--- config.mk ---
export PLATFORM = sky130hd
export DESIGN_NAME = gait_half_step_detector
export DESIGN_NICKNAME = d
export VERILOG_FILES = /design/src/rtl/ghsd_pkg.sv /design/src/rtl/ghsd_ctrl.sv /design/src/rtl/ghsd_datapath.sv /design/src/rtl/gait_half_step_detector.sv
export SDC_FILE = /design/constraint.sdc
export NUM_CORES = 1
export LEC_CHECK = 0
export BUFFER_PORTS_ARGS = -buffer_cell sky130_fd_sc_hd__buf_2
export CAP_MARGIN = 20
export CORE_UTILIZATION = 40
export CTS_BUF_LIST = sky130_fd_sc_hd__clkbuf_16
export DETAILED_ROUTE_END_ITERATION = 8
export REMOVE_ABC_BUFFERS = 1
export SYNTH_ARGS = -nofsm -noshare
export SYNTH_HDL_FRONTEND = slang
export SYNTH_SLANG_ARGS = --single-unit
--- constraint.sdc ---
create_clock -name clock -period 13 [get_ports clock]
set_input_delay 1.95 -clock clock [delete_from_list [all_inputs] [get_ports clock]]
set_output_delay 1.95 -clock clock [all_outputs]
set_load 0.05 [all_outputs]
--- src/rtl/ghsd_pkg.sv ---
// shared constants, codes and controller/datapath types of the half step detector
`default_nettype none

package ghsd_pkg;

   localparam int COORD_BITS_DEF = 14;

   localparam int DIST_W  = 15;
   localparam int TOTAL_W = 16;
   localparam logic [DIST_W-1:0] DIST_MAX = '1;

   localparam int CSR_INDEX_W = 2;
   localparam int CSR_DATA_W  = 15;

   localparam logic [CSR_INDEX_W-1:0] CSR_HIGH_THRESHOLD = 2'd0;
   localparam logic [CSR_INDEX_W-1:0] CSR_LOW_THRESHOLD  = 2'd1;

   typedef enum logic [1:0] {
      AXIS_X = 2'd0,
      AXIS_Y = 2'd1,
      AXIS_Z = 2'd2
   } axis_type;

   typedef struct packed {
      logic     capture;
      logic     sq_en;
      axis_type axis;
      logic     acc_en;
      logic     root_step;
      logic     update;
   } ghsd_cmd_type;

   typedef struct packed {
      logic out_free;
   } ghsd_status_type;

endpackage

`default_nettype wire

--- src/rtl/ghsd_ctrl.sv ---
// controller: sequences capture, squaring, root iterations and the tracker update
`default_nettype none

module ghsd_ctrl #(
   parameter int COORD_BITS = ghsd_pkg::COORD_BITS_DEF
) (
   input  wire logic                   clock,
   input  wire logic                   reset,
   input  wire logic                   req_valid,
   output logic                        req_stall,
   input  wire ghsd_pkg::ghsd_status_type status,
   output ghsd_pkg::ghsd_cmd_type      cmd
);
   import ghsd_pkg::*;

   localparam int RW    = COORD_BITS + 1;
   localparam int CNT_W = $clog2(RW);
   localparam logic [CNT_W-1:0] SQ_LAST   = CNT_W'(3);
   localparam logic [CNT_W-1:0] ROOT_LAST = CNT_W'(RW - 1);

   typedef enum logic [3:0] {
      ST_IDLE   = 4'b0001,
      ST_SQUARE = 4'b0010,
      ST_ROOT   = 4'b0100,
      ST_UPDATE = 4'b1000
   } state_type;

   state_type        state_ff, state_in;
   logic [CNT_W-1:0] cnt_ff, cnt_in;

   always_ff @(posedge clock) begin
      if (reset) begin
         state_ff <= ST_IDLE;
         cnt_ff   <= '0;
      end else begin
         state_ff <= state_in;
         cnt_ff   <= cnt_in;
      end
   end

   always_comb begin
      state_in = state_ff;
      cnt_in   = cnt_ff;
      cmd      = '0;
      cmd.axis = AXIS_X;
      unique case (state_ff)
         ST_IDLE: begin
            cmd.capture = req_valid;
            cnt_in      = '0;
            if (req_valid) begin
               state_in = ST_SQUARE;
            end
         end
         ST_SQUARE: begin
            cmd.sq_en  = (cnt_ff != SQ_LAST);
            cmd.acc_en = (cnt_ff != '0);
            case (cnt_ff[1:0])
               2'd1:    cmd.axis = AXIS_Y;
               2'd2:    cmd.axis = AXIS_Z;
               default: cmd.axis = AXIS_X;
            endcase
            if (cnt_ff == SQ_LAST) begin
               cnt_in   = '0;
               state_in = ST_ROOT;
            end else begin
               cnt_in = cnt_ff + 1'b1;
            end
         end
         ST_ROOT: begin
            cmd.root_step = 1'b1;
            if (cnt_ff == ROOT_LAST) begin
               cnt_in   = '0;
               state_in = ST_UPDATE;
            end else begin
               cnt_in = cnt_ff + 1'b1;
            end
         end
         ST_UPDATE: begin
            // hold until the result register can take a new transaction
            if (status.out_free) begin
               cmd.update = 1'b1;
               state_in   = ST_IDLE;
            end
         end
         default: begin
            state_in = ST_IDLE;
         end
      endcase
   end

   assign req_stall = (state_ff != ST_IDLE);

endmodule

`default_nettype wire

--- src/rtl/ghsd_datapath.sv ---
// datapath: squared distance, bit-serial root, hysteresis tracker and result register
`default_nettype none

module ghsd_datapath #(
   parameter int COORD_BITS = ghsd_pkg::COORD_BITS_DEF
) (
   input  wire logic                                   clock,
   input  wire logic                                   reset,
   input  wire ghsd_pkg::ghsd_cmd_type                 cmd,
   output ghsd_pkg::ghsd_status_type                   status,
   input  wire logic                                   csr_write_enable,
   input  wire logic [ghsd_pkg::CSR_INDEX_W-1:0]       csr_index,
   input  wire logic [ghsd_pkg::CSR_DATA_W-1:0]        csr_write_data,
   input  wire logic signed [COORD_BITS-1:0]           req_left_x,
   input  wire logic signed [COORD_BITS-1:0]           req_left_y,
   input  wire logic signed [COORD_BITS-1:0]           req_left_z,
   input  wire logic signed [COORD_BITS-1:0]           req_right_x,
   input  wire logic signed [COORD_BITS-1:0]           req_right_y,
   input  wire logic signed [COORD_BITS-1:0]           req_right_z,
   output logic                                        rsp_valid,
   input  wire logic                                   rsp_stall,
   output logic [ghsd_pkg::DIST_W-1:0]                 rsp_half_len,
   output logic                                        rsp_half_foot,
   output logic                                        rsp_step_done,
   output logic [ghsd_pkg::TOTAL_W-1:0]                rsp_step_total,
   output logic                                        rsp_first_foot
);
   import ghsd_pkg::*;

   localparam int DW = COORD_BITS + 1;
   localparam int SW = 2 * DW;
   localparam int RW = COORD_BITS + 1;
   localparam int WW = (RW > DIST_W) ? RW : DIST_W;

   // captured frame
   logic signed [COORD_BITS-1:0] lx_ff, ly_ff, lz_ff, rx_ff, ry_ff, rz_ff;
   logic                         foot_right_ff;

   // squaring and root
   logic signed [COORD_BITS-1:0] sel_l, sel_r;
   logic signed [DW-1:0]         diff;
   logic [DW-1:0]                mag;
   logic [SW-1:0]                prod_ff;
   logic [SW-1:0]                acc_ff, acc_in;
   logic [RW+1:0]                rem_ff, rem_in, rem_sh, trial;
   logic [RW-1:0]                root_ff, root_in;
   logic [WW-1:0]                root_wide;
   logic [DIST_W-1:0]            frame_dist;

   // thresholds and tracker state
   logic [DIST_W-1:0] high_thr_ff, low_thr_ff;
   logic              in_high_ff, in_high_in;
   logic [DIST_W-1:0] peak_dist_ff, peak_dist_in;
   logic              peak_valid_ff, peak_valid_in;
   logic              peak_right_ff, peak_right_in;
   logic              half_count_ff, half_count_in;
   logic [DIST_W-1:0] left_len_ff, left_len_in;
   logic [DIST_W-1:0] right_len_ff, right_len_in;
   logic              start_foot_ff, start_foot_in;

   // result register
   logic               rsp_valid_ff, rsp_valid_in;
   logic [DIST_W-1:0]  half_len_ff, half_len_in;
   logic               half_foot_ff, half_foot_in;
   logic               step_done_ff, step_done_in;
   logic [TOTAL_W-1:0] step_total_ff, step_total_in;
   logic               first_foot_ff, first_foot_in;

   logic              track, fall, foot;
   logic [DIST_W-1:0] len, left_n, right_n;
   logic              start_n;

   always_ff @(posedge clock) begin
      if (cmd.capture) begin
         lx_ff         <= req_left_x;
         ly_ff         <= req_left_y;
         lz_ff         <= req_left_z;
         rx_ff         <= req_right_x;
         ry_ff         <= req_right_y;
         rz_ff         <= req_right_z;
         foot_right_ff <= !(req_right_z > req_left_z);
      end
   end

   always_comb begin
      case (cmd.axis)
         AXIS_Y: begin
            sel_l = ly_ff;
            sel_r = ry_ff;
         end
         AXIS_Z: begin
            sel_l = lz_ff;
            sel_r = rz_ff;
         end
         default: begin
            sel_l = lx_ff;
            sel_r = rx_ff;
         end
      endcase
   end

   assign diff = {sel_r[COORD_BITS-1], sel_r} - {sel_l[COORD_BITS-1], sel_l};
   assign mag  = diff[DW-1] ? DW'(-diff) : DW'(diff);

   always_ff @(posedge clock) begin
      if (cmd.sq_en) begin
         prod_ff <= mag * mag;
      end
   end

   // restoring root, one result bit per step, radicand shifts out of the accumulator
   assign rem_sh = {rem_ff[RW-1:0], acc_ff[SW-1:SW-2]};
   assign trial  = {root_ff, 2'b01};

   always_comb begin
      acc_in  = acc_ff;
      rem_in  = rem_ff;
      root_in = root_ff;
      if (cmd.capture) begin
         acc_in  = '0;
         rem_in  = '0;
         root_in = '0;
      end else if (cmd.acc_en) begin
         acc_in = acc_ff + prod_ff;
      end else if (cmd.root_step) begin
         acc_in = {acc_ff[SW-3:0], 2'b00};
         if (rem_sh >= trial) begin
            rem_in  = rem_sh - trial;
            root_in = {root_ff[RW-2:0], 1'b1};
         end else begin
            rem_in  = rem_sh;
            root_in = {root_ff[RW-2:0], 1'b0};
         end
      end
   end

   always_ff @(posedge clock) begin
      acc_ff  <= acc_in;
      rem_ff  <= rem_in;
      root_ff <= root_in;
   end

   assign root_wide  = WW'(root_ff);
   assign frame_dist = (root_wide > WW'(DIST_MAX)) ? DIST_MAX : root_wide[DIST_W-1:0];

   always_ff @(posedge clock) begin
      if (reset) begin
         high_thr_ff <= '0;
         low_thr_ff  <= '0;
      end else if (csr_write_enable) begin
         unique case (csr_index)
            CSR_HIGH_THRESHOLD: high_thr_ff <= csr_write_data;
            CSR_LOW_THRESHOLD:  low_thr_ff  <= csr_write_data;
            default: ;
         endcase
      end
   end

   // tracker
   always_comb begin
      track         = in_high_ff && (!peak_valid_ff || frame_dist > peak_dist_ff);
      peak_dist_in  = track ? frame_dist : peak_dist_ff;
      peak_right_in = track ? foot_right_ff : peak_right_ff;
      peak_valid_in = peak_valid_ff || track;
      in_high_in    = in_high_ff;
      half_count_in = half_count_ff;
      left_len_in   = left_len_ff;
      right_len_in  = right_len_ff;
      start_foot_in = start_foot_ff;
      fall          = in_high_ff && (frame_dist < low_thr_ff);

      len     = peak_valid_in ? peak_dist_in : '0;
      foot    = peak_valid_in && peak_right_in;
      left_n  = foot ? left_len_ff : len;
      right_n = foot ? len : right_len_ff;
      start_n = start_foot_ff;
      if (!foot && right_len_ff == '0) begin
         start_n = 1'b0;
      end else if (foot && left_len_ff == '0) begin
         start_n = 1'b1;
      end

      rsp_valid_in  = rsp_valid_ff && rsp_stall;
      half_len_in   = half_len_ff;
      half_foot_in  = half_foot_ff;
      step_done_in  = step_done_ff;
      step_total_in = step_total_ff;
      first_foot_in = first_foot_ff;

      if (!in_high_ff) begin
         if (frame_dist > high_thr_ff) begin
            in_high_in = 1'b1;
         end
      end else if (fall) begin
         rsp_valid_in  = 1'b1;
         half_len_in   = len;
         half_foot_in  = foot;
         step_done_in  = half_count_ff;
         step_total_in = half_count_ff ? TOTAL_W'(left_n) + TOTAL_W'(right_n) : '0;
         first_foot_in = half_count_ff ? start_n : 1'b0;
         if (half_count_ff) begin
            half_count_in = 1'b0;
            left_len_in   = '0;
            right_len_in  = '0;
            start_foot_in = 1'b0;
         end else begin
            half_count_in = 1'b1;
            left_len_in   = left_n;
            right_len_in  = right_n;
            start_foot_in = start_n;
         end
         peak_valid_in = 1'b0;
         peak_dist_in  = '0;
         peak_right_in = 1'b0;
         in_high_in    = 1'b0;
      end
   end

   always_ff @(posedge clock) begin
      if (reset) begin
         in_high_ff    <= 1'b0;
         peak_dist_ff  <= '0;
         peak_valid_ff <= 1'b0;
         peak_right_ff <= 1'b0;
         half_count_ff <= 1'b0;
         left_len_ff   <= '0;
         right_len_ff  <= '0;
         start_foot_ff <= 1'b0;
      end else if (cmd.update) begin
         in_high_ff    <= in_high_in;
         peak_dist_ff  <= peak_dist_in;
         peak_valid_ff <= peak_valid_in;
         peak_right_ff <= peak_right_in;
         half_count_ff <= half_count_in;
         left_len_ff   <= left_len_in;
         right_len_ff  <= right_len_in;
         start_foot_ff <= start_foot_in;
      end
   end

   always_ff @(posedge clock) begin
      if (reset) begin
         rsp_valid_ff <= 1'b0;
      end else if (cmd.update) begin
         rsp_valid_ff <= rsp_valid_in;
      end else if (!rsp_stall) begin
         rsp_valid_ff <= 1'b0;
      end
   end

   always_ff @(posedge clock) begin
      if (cmd.update) begin
         half_len_ff   <= half_len_in;
         half_foot_ff  <= half_foot_in;
         step_done_ff  <= step_done_in;
         step_total_ff <= step_total_in;
         first_foot_ff <= first_foot_in;
      end
   end

   assign status.out_free = !rsp_valid_ff || !rsp_stall;

   assign rsp_valid      = rsp_valid_ff;
   assign rsp_half_len   = half_len_ff;
   assign rsp_half_foot  = half_foot_ff;
   assign rsp_step_done  = step_done_ff;
   assign rsp_step_total = step_total_ff;
   assign rsp_first_foot = first_foot_ff;

endmodule

`default_nettype wire

--- src/rtl/gait_half_step_detector.sv ---
// top level of the gait half step detector: controller plus datapath
`default_nettype none

// Usage
//  - req channel: one transaction per skeleton frame, six ankle coordinates in mm,
//    taken when req_valid is high and req_stall is low
//  - rsp channel: at most one transaction per frame, only on a frame where the
//    distance flag falls; it carries the half step and, every second one, the step
//  - csr port: write high_threshold (index 0) and low_threshold (index 1) while idle
//  - a result is registered once its frame has passed squaring, the root iterations
//    and the tracker update; a new frame is taken only after the previous one is
//    through all of these: squaring and summing the three axes on the single
//    multiplier, then one result bit per step of the restoring square root
//  - a new frame is taken while the previous result still waits in the output
//    register; only the tracker update holds until that register frees
//  - a stalled rsp transaction holds its payload until taken
//  - reset clears the thresholds, the tracker, the step record and rsp_valid
module gait_half_step_detector #(
   parameter int COORD_BITS = ghsd_pkg::COORD_BITS_DEF
) (
   input  wire logic                             clock,
   input  wire logic                             reset,
   // configuration
   input  wire logic                             csr_write_enable,
   input  wire logic [ghsd_pkg::CSR_INDEX_W-1:0] csr_index,
   input  wire logic [ghsd_pkg::CSR_DATA_W-1:0]  csr_write_data,
   // frame input
   input  wire logic                             req_valid,
   output logic                                  req_stall,
   input  wire logic signed [COORD_BITS-1:0]     req_left_x,
   input  wire logic signed [COORD_BITS-1:0]     req_left_y,
   input  wire logic signed [COORD_BITS-1:0]     req_left_z,
   input  wire logic signed [COORD_BITS-1:0]     req_right_x,
   input  wire logic signed [COORD_BITS-1:0]     req_right_y,
   input  wire logic signed [COORD_BITS-1:0]     req_right_z,
   // step output
   output logic                                  rsp_valid,
   input  wire logic                             rsp_stall,
   output logic [ghsd_pkg::DIST_W-1:0]           rsp_half_len,
   output logic                                  rsp_half_foot,
   output logic                                  rsp_step_done,
   output logic [ghsd_pkg::TOTAL_W-1:0]          rsp_step_total,
   output logic                                  rsp_first_foot
);
   import ghsd_pkg::*;

   // command and status between the sequencer and the datapath
   ghsd_cmd_type    cmd;
   ghsd_status_type status;

   // sequencer: idle, squaring, root iterations, tracker update
   ghsd_ctrl #(
      .COORD_BITS (COORD_BITS)
   ) u_ctrl (
      .clock     (clock),
      .reset     (reset),
      .req_valid (req_valid),
      .req_stall (req_stall),
      .status    (status),
      .cmd       (cmd)
   );

   // datapath: frame capture, distance, hysteresis tracker and result register
   ghsd_datapath #(
      .COORD_BITS (COORD_BITS)
   ) u_datapath (
      .clock            (clock),
      .reset            (reset),
      .cmd              (cmd),
      .status           (status),
      .csr_write_enable (csr_write_enable),
      .csr_index        (csr_index),
      .csr_write_data   (csr_write_data),
      .req_left_x       (req_left_x),
      .req_left_y       (req_left_y),
      .req_left_z       (req_left_z),
      .req_right_x      (req_right_x),
      .req_right_y      (req_right_y),
      .req_right_z      (req_right_z),
      .rsp_valid        (rsp_valid),
      .rsp_stall        (rsp_stall),
      .rsp_half_len     (rsp_half_len),
      .rsp_half_foot    (rsp_half_foot),
      .rsp_step_done    (rsp_step_done),
      .rsp_step_total   (rsp_step_total),
      .rsp_first_foot   (rsp_first_foot)
   );

endmodule

`default_nettype wire

# Word level (Yosys, flattened, before mapping)
# Index checks and enable logic that the tools add are counted.
# op_classes
addsub	6
mul	1
magnitude_cmp	6
n_eq_ne	18
muxes	46
bitwise	1
n_reduce_logical	25
# ops
cell	n
2-to-1 mux 15 bit	11
2-to-1 mux 30 bit	2
case mux 14 bit (2 select lines)	2
adder 30 bit	1
greater-than comparator 15 bit	2
logical NOT 15 bit	2
multiplier 15 x 15 -> 30 bit	1
2-to-1 mux 4 bit	7
2-to-1 mux 1 bit	21
>= comparator 17 bit	1
adder 15 x 15 -> 16 bit	1
case mux 4 bit (4 select lines)	1
greater-than comparator 15 bit (second input constant)	1
less-than comparator 15 bit	1
negator 15 bit	1
subtractor 14 x 14 -> 15 bit	1
subtractor 15 bit	1
greater-than comparator 14 bit	1
case mux 4 bit (3 select lines)	1
equality test 4 x 2 -> 1 bit (second input constant)	2
equality test 4 bit (second input constant)	2
equality test 2 x 1 -> 1 bit (second input constant)	3
logical AND 1 bit	6
!= test 2 x 1 -> 1 bit (second input constant)	3
other kinds (18)	28
# totals
register_bits	298
inputBits	106
output_inout_bits	36

# Logic depth before layout (Yosys ltp)
# Gate-level depths: netlist of the first run.
# depth
word_depth	11
depth_mapped	43

# Modules after synthesis
# From an unflattened synthesis of the first run, not the netlist that was laid out.
# hier_totals
hier_cells	2493
hier_area_um2	23002.1
# by_module_without_submodules
mod	n_inst	cells_each	area_each_um2	seq_area_each_um2
ghsd_datapath	1	2423	22472.8	7267.0
ghsd_ctrl	1	70	529.3	160.2

# Least setup slack after synthesis of the first run
# No wires, ideal clock.
# synth_timing
kind	register -> register
from	register u_ctrl.state_ff[0]
to	register u_datapath.prod_ff[28], data pin
setup_time_ns	0.266
t_arrival_ns	9.853
slack_ns	2.881
path_stages_with_launch	41
n_path_buf	3
path_cell_list	dfxtp_1 > nand2b_1 > nor3_1 > and2_1 > inv_1 > ha_1 > clkbuf_1 > buf_1 > a22oi_1 > o21ai_0 > ha_1 > fa_1 > nand2b_1 > a21oi_2 > o31a_1 > nor3_1 > or4b_1 > buf_2 > [5 not listed] > fa_1 > inv_1 > fa_1 > fa_1 > fa_1 > inv_1 > fa_1 > inv_1 > ha_1 > and4_1 > and4_1 > a32oi_1 > o311ai_0 > nand2_1 > o21ai_0 > nor4_1 > nor3_1 > xor2_1
# synth_via
elab_chain_cells	8
elab_cells_between_ends	10
# synth_rtl
element	line_no	source
from (decl)	ghsd_ctrl.sv:28	state_type state_ff, state_in;
from (signal assigned)	ghsd_ctrl.sv:36	state_ff <= state_in;
equality test 4 x 2 -> 1 bit *	ghsd_ctrl.sv:46	unique case (state_ff)
2-to-1 mux 4 bit *	ghsd_ctrl.sv:46	
equality test 2 bit / equality test 2 x 1 -> 1 bit (equally long branches)	ghsd_datapath.sv:86	case (cmd.axis)
case mux 14 bit (2 select lines)	ghsd_datapath.sv:86	
subtractor 14 x 14 -> 15 bit *	ghsd_datapath.sv:102	assign diff = {sel_r[COORD_BITS-1], sel_r} - {sel_l[COORD_BITS-1], sel_l};
negator 15 bit	ghsd_datapath.sv:103	assign mag = diff[DW-1] ? DW'(-diff) : DW'(diff);
2-to-1 mux 15 bit *	ghsd_datapath.sv:103	
multiplier 15 x 15 -> 30 bit *	ghsd_datapath.sv:107	prod_ff <= mag * mag;
to (signal assigned)	ghsd_datapath.sv:107	
to (decl)	ghsd_datapath.sv:43	logic [SW-1:0] prod_ff;
# Mark *: on every way between the ends. The rest lies on a longest branch, timed or not.
# A chain may end at the register's enable or synchronous reset.

# Worst setup path in the final report of the first run
# Same ends and word-level chain as after synthesis.

==> results.md, run 1 <==
- Status: finished, final reports clean
- GRT met1 Usage: between 20% and 30%
- Fill cells: ~5.5k
- Cell variety after synth: ~90
- Hold WC Path Type: register to register
- RSZ-0062 raised after global routing: false
- Reg with most FFs: u_datapath.acc_ff
- Synth Area in Simple Gates: a little over an eighth
- Synth Area in Adders: between 20 and 25%
- Max reg flops: 30
- CTS tree: done
- Share of layout cells above drive strength 1: approximately a tenth
- Clock Path Buffers: 3
- Gpl congestion: 0.889
- Final core occ: 45.2%
- Post-CTS Setup Inserts: 0
- Site row count: 87
- Vias in the first global route: approximately 18k
- Crit path launch type: register
- Grt peak-use layer: met2
- Cells after synthesis: roughly 2.5k
- Max Fclk: around 85 MHz
- Overflow after GRT: 0
- Crit Path Class: register to register
- CTS Buf Count: 37
- Dpl hpwl: 42500 µm
- Post-synthesis mux area share: ~1.4%
- Yosys top cell by area: edfxtp_1
- FF+latch count, synth: 297
- EDFF count, synth: between 100 and 150
- Drc violations: 0
- Combinational family with the most area after synthesis: adder cells
- Area of the multi-input gates: between 10000 and 15000 µm²
- Max-cap viol count: 0
- CP Capture Type: register
- Full die area: slightly below 60000 µm²
- Final Max Tran Viols: 0
- Average wire per standard cell: 16.5 µm
- Initial antenna violation count: 2
- Nets@finish: 3039
- FF+latch area: around 7400 µm²
- Crit path buf inv count: 4
- H-tree levels: 2
- Ranking of synthesized cells by area: edfxtp_1, dfxtp_1, ha_1
- Final Setup Violations: 0
- Core area: 56400 µm²
- First-pass GRT wire length: between 90000 and 100000 µm
- Slowest cell on crit path: ha_2
- Synth Cell Area: around 23000 µm²
- Ys async rst share: 0%
- Post-DRT Antenna Nets: 0
- Post-CTS Hold Buffers: 0
- Worst slew pin tran: 1.07 ns
- Final hold vios: 0
- Ys flop type: dfxtp_1
- CTS root buf: clkbuf_16
- Vias per cell: around 5.3
- Arrival @ worst endpoint: roughly 12 ns
- Normalized max-slew margin: 28.4%
- Clock Latency Late Sink: roughly 0.58 ns
- Post-CTS resize count: 0
- I/O Buffers: 141
- Complex-gate fraction of the synthesized area: about 17%
- Ports: approximately 140
- Min Tclk post-route: between 10 and 15 ns
- Worst EP required: 13.30 ns
- Largest net degree at the start of global routing: 85
- Worst Path Max Fanout: 56
- Starting Density: about two fifths
- Die width: ~240 µm
- Total number of vias: roughly 18k
- Clock transition at path regs: around 0.060 ns
- Synth top area share: 19.4%
- Met3 Use GR: under 10%
- WHS: about 0.45 ns
- Pre-Repair DR Iteration Count: 5
- Synth Area in XOR/XNOR: between 3 and 4%
- Most used cell, CP: fa_1
- DR iter-0 viols: 1026
- GRT met2 Usage: between 30% and 40%
- GRT Overall Usage: 19.5%
- Max Clock Skew: 0.0399 ns
- CP top delay family: adder cells
- Post-Route Setup TNS: 0 ns
- Area grow syn2layout: 11.4%
- Ys Warns: 0
- Largest stage delay, worst path: 0.92 ns
- Die Span Y: about 240 µm
- Syn avg cell area: between 9 and 10 µm²
- Register area share after synthesis: 32.5%
- DRT Wirelength: approximately 55000 µm
- Sink Count: between 200 and 300
- Final cycle utilization of the critical path: approximately nine tenths
-- kinds of logic after synthesis --
group           count (synthesis)
simple gates                  659
compound gates                587
buf+inv                       420
fa+ha+maj                     369
flops                         297
xor+xnor                       90
mux                            32
other cells                     2
-- worst reg2reg max path: cells and delay by family, from the launching register on --
kind,cells,cell delay [ns]
compound gates,7,2.02
xor+xnor,2,0.45
simple gates,12,2.97
flops,1,0.33
fa+ha+maj,10,5.10
buf+inv,4,0.63
-- stage by stage --
step	worst slack [ns]	instances	cell area (µm²)
finish	1.23	3350	25500
global route	0.155	3349	25500
CTS	1.17	3346	25400
detailed placement	1.26	3278	24300
global placement	1.47	3278	24300
floorplan	2.37	2364	22500
-- layout by cell type, fill, tap and decap left out, types with 30 or more instances in the layout --
| master | count |
|---|---|
| dfxtp_1 | 149 |
| xor2_1 | 34 |
| nor3_1 | 35 |
| buf_2 | 141 |
| mux2i_1 | 30 |
| xnor2_1 | 53 |
| o21a_1 | 38 |
| a22oi_1 | 58 |
| a21o_1 | 44 |
| clkbuf_16 | 37 |
| fa_1 | 140 |
| ha_1 | 228 |
| o21ai_0 | 97 |
| edfxtp_1 | 148 |
| nand2_1 | 258 |
| inv_1 | 322 |
| nand3_1 | 31 |
| a21oi_1 | 173 |
| nor2b_1 | 30 |
| nor2_1 | 166 |
-- metal layers --
layer  up-vias  wire (µm)  part of all wire (%)
li1       8719          -                     -
met1      8473      25300                    46
met2       352      26500                    48
met3        86       2280                   4.1
met4         2       1180                   2.1
met5         -         10                 0.018
-- worst paths after layout --
kind	from	endpoint	slack, ns	cells past startpoint
min	u_datapath.low_thr_ff[1]$_SDFFE_PP0P_	u_datapath.low_thr_ff[1]$_SDFFE_PP0P_	0.45	2
max	u_ctrl.state_ff[0]$_SDFFE_PP1P_	u_datapath.prod_ff[28]$_DFFE_PP_	1.23	35
max reg2reg	u_ctrl.state_ff[0]$_SDFFE_PP1P_	u_datapath.prod_ff[28]$_DFFE_PP_	1.23	35
min reg2reg	u_datapath.low_thr_ff[1]$_SDFFE_PP0P_	u_datapath.low_thr_ff[1]$_SDFFE_PP0P_	0.45	2
-- synthesized netlist by cell type (16+ instances only) --
master     instances
edfxtp_1         148
a211oi_1          25
nor2b_1           30
a22oi_1           58
dfxtp_1          149
nor2_1           167
nand2_1          258
a21oi_1          173
ha_1             229
a21o_1            44
fa_1             140
nor4_1            16
o21a_1            38
and3_1            19
inv_1            312
nor3_1            35
o2bb2ai_1         17
nand4_1           16
xor2_1            34
clkbuf_1          78
nand3_1           31
xnor2_1           53
mux2i_1           31
nand2b_1          27
o21ai_0           97
-- cell type report --
| class | instances | share of cell area (%) |
|---|---|---|
| Antenna cell | 1 | 0.00982 |
| Sequential cell | 297 | 29.2 |
| Inverter | 320 | 4.73 |
| Multi-Input combinational cell | 1747 | 54.4 |
| Clock inverter | 31 | 0.894 |
| Clock buffer | 37 | 3.63 |
| Tap cell | 756 | 3.71 |
| Timing Repair Buffer | 161 | 3.44 |
Power of run 1 is left out: the tool's default activity adds up to more than one toggle a clock period on the data nets, which glitch-free logic cannot reach.
==> inputs of run 2 (changes only) <==
--- a/config.mk
+++ b/config.mk
@@ -7,10 +7,12 @@
 export LEC_CHECK = 0
 export BUFFER_PORTS_ARGS = -buffer_cell sky130_fd_sc_hd__buf_2
 export CAP_MARGIN = 20
+export CORE_MARGIN = 3
 export CORE_UTILIZATION = 40
 export CTS_BUF_LIST = sky130_fd_sc_hd__clkbuf_16
 export DETAILED_ROUTE_END_ITERATION = 8
 export REMOVE_ABC_BUFFERS = 1
+export SLEW_MARGIN = 0
 export SYNTH_ARGS = -nofsm -noshare
 export SYNTH_HDL_FRONTEND = slang
 export SYNTH_SLANG_ARGS = --single-unit
==> run 2 against run 1 <==
Non-clock buffer count increased by 2. Cell count about the same. Die area increased by 3.3%. Setup slack improved by 0.52 ns. Clock-buffer cell count increased by 1. Utilization about the same. Sequential cell count unchanged.
==> results.md, run 2 (synthesized netlist as in run 1, its figures left out) <==
- Status: finished, final reports clean
- Inserted Diodes: 0 (-1)
- Largest stage delay, worst path: 0.88 ns (-0.04 ns)
- Gpl congestion: 0.892 (+0.33%)
- Dpl hpwl: 43500 µm (+2.4%)
- Initial antenna violation count: 2 (unchanged)
- Post-CTS Hold Buffers: 0 (unchanged)
- Worst EP required: 13.29 ns (about the same)
- Final Cell Area: 25500 µm² (+0.15%)
- Largest net degree at the start of global routing: 74 (-13%)
- Share of layout cells above drive strength 1: 10.3% (+0.27 points)
- Final hold vios: 0 (unchanged)
- Fin worst setup slack: 1.75 ns (+0.525 ns)
- DRT Wirelength: 56400 µm (+2.2%)
- Average wire per standard cell: 16.9 µm (+2.3%)
- Hold Crit Depth: 2 (unchanged)
- Worst r2r path cells: 36 (+2.9%)
- Nets@finish: 3040 (+0.033%)
- Worst Min Path Start: u_datapath.high_thr_ff[5]$_SDFFE_PP0P_
- Die width: 245 µm (+1.7%)
- Worst Hold Endpoint: u_datapath.high_thr_ff[5]$_SDFFE_PP0P_
- Final Max Tran Viols: 0 (unchanged)
- Max-cap viol count: 0 (unchanged)
- Min Tclk post-route: 11.25 ns (-0.525 ns)
- Worst reg2reg path startpoint: u_ctrl.state_ff[0]$_SDFFE_PP1P_
- Post-CTS Setup Inserts: 0 (unchanged)
- Normalized max-slew margin: 32.0% (+3.6 points)
- RR Endpoint: u_datapath.prod_ff[28]$_DFFE_PP_
- Commonest non-fill, non-tap cell in the layout: inv_1
- Max Clock Skew: 0.0223 ns (-0.0176 ns)
- Area after DPL: 24300 µm² (about the same)
- Worst Path Max Fanout: 56 (unchanged)
- Full die area: 60100 µm² (+3.3%)
- Final Setup Violations: 0 (unchanged)
- Hold WC Path Type: register to register
- Non-filler cells, final: 3348 (-0.060%)
- Worst slew pin tran: 1.02 ns (-0.0587 ns)
- Final cycle utilization of the critical path: 86.5% (-4.0 points)
- Sink Count: 297 (unchanged)
- Crit path launch type: register
- Vias in the first global route: 18.3k (+1.5%)
- Slowest cell on crit path: ha_2
- Post-DRT Antenna Nets: 0 (unchanged)
- Pre-Repair DR Iteration Count: 5 (unchanged)
- Ports: 142 (unchanged)
- GRT Overall Usage: 19.1% (-0.38 points)
- Area of the multi-input gates: 13900 µm² (unchanged)
- CP Capture Type: register
- Reg with most FFs: u_datapath.acc_ff
- Clock Path Buffers: 3 (unchanged)
- Site row count: 87 (unchanged)
- Crit Path Class: register to register
- Core area: 56500 µm² (+0.19%)
- Total number of vias: 17.9k (+1.4%)
- RSZ-0062 raised after global routing: false
- First-pass GRT wire length: 94000 µm (+3.2%)
- Max reg flops: 30 (unchanged)
- I/O Buffers: 141 (unchanged)
- Commonest non-fill, non-tap cells in the layout: inv_1, nand2_1, ha_1, a21oi_1, nor2_1
- FF-to-FF setup slack: 1.75 ns (+0.52 ns)
- Vias per cell: 5.34 (+1.5%)
- Area grow syn2layout: 11.6%
- Cells after DPL: 3279 (+0.031%)
- Clock transition at path regs: 0.06 ns (about the same)
- Die Span Y: 245 µm (+1.7%)
- Worst slack at placement: 1.56 ns (+0.303 ns)
- Fill cells: 5396 (-1.7%)
- Most used cell, CP: fa_1
- Starting Density: 40.5% (-0.078 points)
- Arrival @ worst endpoint: 11.54 ns (-0.53 ns)
- Post-CTS resize count: 0 (unchanged)
- Max Fclk: 88.9 MHz (+4.7%)
- DR iter-0 viols: 1081 (+5.4%)
- CTS tree: done
- Drc violations: 0 (unchanged)
- CTS Buf Count: 36 (-2.7%)
- FF+latch area: 7430 µm² (unchanged)
- Post-Route Setup TNS: 0 ns (unchanged)
- Overflow after GRT: 0 (unchanged)
- H-tree levels: 2 (unchanged)
- CTS root buf: clkbuf_16
- Clock Latency Late Sink: 0.56 ns (-0.02 ns)
## run 2: changes by cell type in the layout (fill, tap and decap cells not counted), sizes merged
cell | previous run | this run
diode | 1 | 0
inv | 331 | 325
bufinv | 1 | 2
buf | 161 | 163
clkinv | 17 | 20
clkbuf | 37 | 38
clkinvlp | 2 | 0
## run 2: final cells by class
class	count	share of cell area [%]
timing repair buffer	163	3.57
sequential	297	29.1
inverter	320	4.72
tap	756	3.71
clock buffer	38	3.73
multi-input combinational	1747	54.3
clock inverter	27	0.814
## run 2: worst max-delay path by stage
stage | start | endpoint | slack [ns] | cells past startpoint
floorplan | u_ctrl.state_ff[0]$_SDFFE_PP1P_ | u_datapath.prod_ff[28]$_DFFE_PP_ | 2.37 | 35
global placement | u_ctrl.state_ff[0]$_SDFFE_PP1P_ | u_datapath.prod_ff[28]$_DFFE_PP_ | 1.87 | 39
detailed placement | u_ctrl.state_ff[0]$_SDFFE_PP1P_ | u_datapath.prod_ff[28]$_DFFE_PP_ | 1.56 | 39
CTS | u_ctrl.state_ff[0]$_SDFFE_PP1P_ | u_datapath.prod_ff[28]$_DFFE_PP_ | 1.49 | 39
global route | u_ctrl.state_ff[0]$_SDFFE_PP1P_ | u_datapath.prod_ff[28]$_DFFE_PP_ | 0.75 | 38
finish | u_ctrl.state_ff[0]$_SDFFE_PP1P_ | u_datapath.prod_ff[28]$_DFFE_PP_ | 1.75 | 36
## run 2: critical path, delay by kind of cell (launching register included)
family | cells | cell delay, ns
xor+xnor | 2 | 0.48
simple gates | 12 | 2.51
buf+inv | 5 | 0.81
flops | 1 | 0.32
compound gates | 7 | 1.81
fa+ha+maj | 10 | 5.02
## run 2: metal layers
metal  global-route usage [%]  wire (µm)  vias up
li1                         -          -     8721
met1                     24.6      24900     8640
met2                     33.7      27700      424
met3                     2.36       2430       90
met4                     5.78       1420        4
met5                        0         27        -
## run 2: stage by stage
step | utilization [%] | hold slack [ns]
6_report | 45.2 | 0.456
5_1_grt | 45.2 | 0.476
2_1_floorplan | - | 0.430
3_5_place_dp | 43.0 | 0.448
4_1_cts | 45.0 | 0.456
3_3_place_gp | 43.0 | 0.443
Power of run 2 is left out for the same reason.
==> inputs of run 3 (changes only) <==
--- a/config.mk
+++ b/config.mk
@@ -11,6 +11,8 @@
 export CORE_UTILIZATION = 40
 export CTS_BUF_LIST = sky130_fd_sc_hd__clkbuf_16
 export DETAILED_ROUTE_END_ITERATION = 8
+export GPL_TIMING_DRIVEN = 0
+export HOLD_SLACK_MARGIN = 0.05
 export REMOVE_ABC_BUFFERS = 1
 export SLEW_MARGIN = 0
 export SYNTH_ARGS = -nofsm -noshare
==> constraint.sdc (replaced) <==
create_clock -name clock -period 13.4 [get_ports clock]
set_input_delay 2.01 -clock clock [delete_from_list [all_inputs] [get_ports clock]]
set_output_delay 2.01 -clock clock [all_outputs]
set_load 0.05 [all_outputs]
==> run 3 against run 2 <==
Sequential share of layout area shrank 0.078 points. Largest cell class unchanged. Die area is the same. Critical path type unchanged. Maximum frequency shrank 7.1%. Non-clock buffer count shrank 4. Hold slack gained 0.0021 ns. Critical endpoint unchanged. First-iteration DRC count shrank 7.1%. Utilization grew 0.12 points.
==> results.md, run 3 (synthesized netlist as in run 1, its figures left out) <==
- Nets@finish: 3036 (-0.13%)
- Commonest non-fill, non-tap cells in the layout: inv_1, nand2_1, ha_1, a21oi_1, nor2_1
- Max reg flops: 30 (unchanged)
- I/O Buffers: 141 (unchanged)
- Die Span Y: 245 µm (unchanged)
- Post-Route Setup TNS: 0 ns (unchanged)
- CP Capture Type: register
- Die width: 245 µm (unchanged)
- Post-CTS resize count: 0 (unchanged)
- CTS root buf: clkbuf_16
- FF-to-FF setup slack: 1.29 ns (-0.46 ns)
- Site row count: 87 (unchanged)
- Largest net degree at the start of global routing: 105 (+42%)
- H-tree levels: 2 (unchanged)
- CTS tree: done
- Drc violations: 0 (unchanged)
- Share of layout cells above drive strength 1: 10.4% (+0.016 points)
- Worst Path Max Fanout: 15 (-73%)
- GRT Overall Usage: 18.2% (-0.97 points)
- Reg with most FFs: u_datapath.acc_ff
- Worst path depth: 40 (+11%)
- Crit path buf inv count: 7 (+2)
- Hold WC Path Type: register to register
- Post-CTS Setup Inserts: 0 (unchanged)
- Grt peak-use layer: met2
- RR Endpoint: u_datapath.prod_ff[28]$_DFFE_PP_
- Final core occ: 45.3% (+0.12 points)
- Dpl hpwl: 42000 µm (-3.6%)
- Post-CTS Hold Buffers: 0 (unchanged)
- Met3 Use GR: 2.16% (-0.20 points)
- Overflow after GRT: 0 (unchanged)
- Worst reg2reg path startpoint: u_ctrl.state_ff[0]$_SDFFE_PP1P_
- Max Clock Skew: 0.0214 ns (-0.000990 ns)
- Max Fclk: 82.6 MHz (-7.1%)
- Final hold vios: 0 (unchanged)
- Fill cells: 5337 (-1.1%)
- Area after DPL: 24400 µm² (+0.44%)
- Vias per cell: 5.25 (-1.7%)
- Vias in the first global route: 17.7k (-2.9%)
- Fin worst setup slack: 1.29 ns (-0.464 ns)
- CP top delay family: adder cells
- Worst r2r path cells: 40 (+11%)
- Gpl congestion: 0.860 (-3.6%)
- Clock Path Buffers: 3 (unchanged)
- Commonest non-fill, non-tap cell in the layout: inv_1
- Final Setup Violations: 0 (unchanged)
- Worst setup path end: u_datapath.prod_ff[28]$_DFFE_PP_
- Final Max Tran Viols: 0 (unchanged)
- Ports: 142 (unchanged)
- First-pass GRT wire length: 89500 µm (-4.8%)
- Final Cell Area: 25600 µm² (+0.27%)
- DRT Wirelength: 54600 µm (-3.2%)
- Clock transition at path regs: 0.06 ns (about the same)
- Worst slack at placement: 1.31 ns (-0.252 ns)
- Critical Path Start: u_ctrl.state_ff[0]$_SDFFE_PP1P_
- Crit Path Class: register to register
- GRT met2 Usage: 32.4% (-1.3 points)
- Inserted Diodes: 0 (unchanged)
- CTS Buf Count: 36 (unchanged)
- Max-cap viol count: 0 (unchanged)
- Final cycle utilization of the critical path: 90.4% (+3.9 points)
- Initial antenna violation count: 0 (-2)
- Sink Count: 297 (unchanged)
- Area grow syn2layout: 11.9%
- RSZ-0062 raised after global routing: false
- DR iter-0 viols: 1004 (-7.1%)
- Pre-Repair DR Iteration Count: 7 (+2)
- Slowest cell on crit path: xor2_1
- Worst EP required: 13.69 ns (+0.40 ns)
- Worst slew pin tran: 1.01 ns (-0.00310 ns)
- Crit path launch type: register
- GRT met1 Usage: 23.1% (-1.4 points)
- Status: finished, final reports clean
- Arrival @ worst endpoint: 12.40 ns (+0.86 ns)
- Most used cell, CP: fa_1
- Normalized max-slew margin: 32.0% (about the same)
- Total number of vias: 17.5k (-1.9%)
- Core area: 56500 µm² (unchanged)
- Starting Density: 40.5% (unchanged)
- Full die area: 60100 µm² (unchanged)
- Min Tclk post-route: 12.11 ns (+0.864 ns)
- Clock Latency Late Sink: 0.56 ns (about the same)
- Post-DRT Antenna Nets: 0 (unchanged)
- Average wire per standard cell: 16.3 µm (-3.1%)
- Largest stage delay, worst path: 0.71 ns (-0.17 ns)
==> run 3: cell types whose count changed in the layout (fill, tap and decap cells not counted), sizes merged <==
cell | previous run | this run
inv | 325 | 324
clkinv | 20 | 23
buf | 163 | 159
bufinv | 2 | 1
clkbuf | 38 | 37
==> run 3: how the worst min path moves through the flow <==
stage | startpoint | endpoint | slack (ns) | cells past startpoint
finish | u_datapath.low_thr_ff[2]$_SDFFE_PP0P_ | u_datapath.low_thr_ff[2]$_SDFFE_PP0P_ | 0.46 | 2
global route | u_datapath.low_thr_ff[2]$_SDFFE_PP0P_ | u_datapath.low_thr_ff[2]$_SDFFE_PP0P_ | 0.47 | 2
CTS | u_datapath.high_thr_ff[2]$_SDFFE_PP0P_ | u_datapath.high_thr_ff[2]$_SDFFE_PP0P_ | 0.46 | 2
detailed placement | u_datapath.high_thr_ff[2]$_SDFFE_PP0P_ | u_datapath.high_thr_ff[2]$_SDFFE_PP0P_ | 0.45 | 2
global placement | u_datapath.high_thr_ff[2]$_SDFFE_PP0P_ | u_datapath.high_thr_ff[2]$_SDFFE_PP0P_ | 0.44 | 2
floorplan | u_datapath.high_thr_ff[10]$_SDFFE_PP0P_ | u_datapath.high_thr_ff[10]$_SDFFE_PP0P_ | 0.43 | 2
==> run 3: routing by layer <==
layer | share of wire (%) | up-vias
met3 | 3.7 | 69
met5 | 0 | -
met2 | 49 | 311
met4 | 2.2 | 0
met1 | 45 | 8454
li1 | - | 8713
==> run 3: worst reg2reg max path: cells and delay by family (launching register included) <==
kind | cells | cell delay, ns
flops | 1 | 0.32
buf+inv | 7 | 0.66
xor+xnor | 2 | 0.80
compound gates | 9 | 2.34
fa+ha+maj | 10 | 4.82
simple gates | 12 | 2.90
==> run 3: stage by stage <==
step / instances / hold slack [ns]
after floorplan: 2364 / 0.430
after detailed placement: 3274 / 0.448
after global placement: 3261 / 0.443
after CTS: 3339 / 0.456
final: 3344 / 0.458
after global routing: 3344 / 0.470
==> run 3: area by class of cell <==
type                    instances  area [µm²]  area share (%)
multi-input cells            1747       13900            54.3
flip-flops and latches        297        7430            29.0
inverters                     320        1210            4.72
repair buffers                159        1010            3.94
well taps                     756         946            3.70
clock buffers                  37         926            3.62
clock inverters                28         188           0.734
Power of run 3 is left out for the same reason.
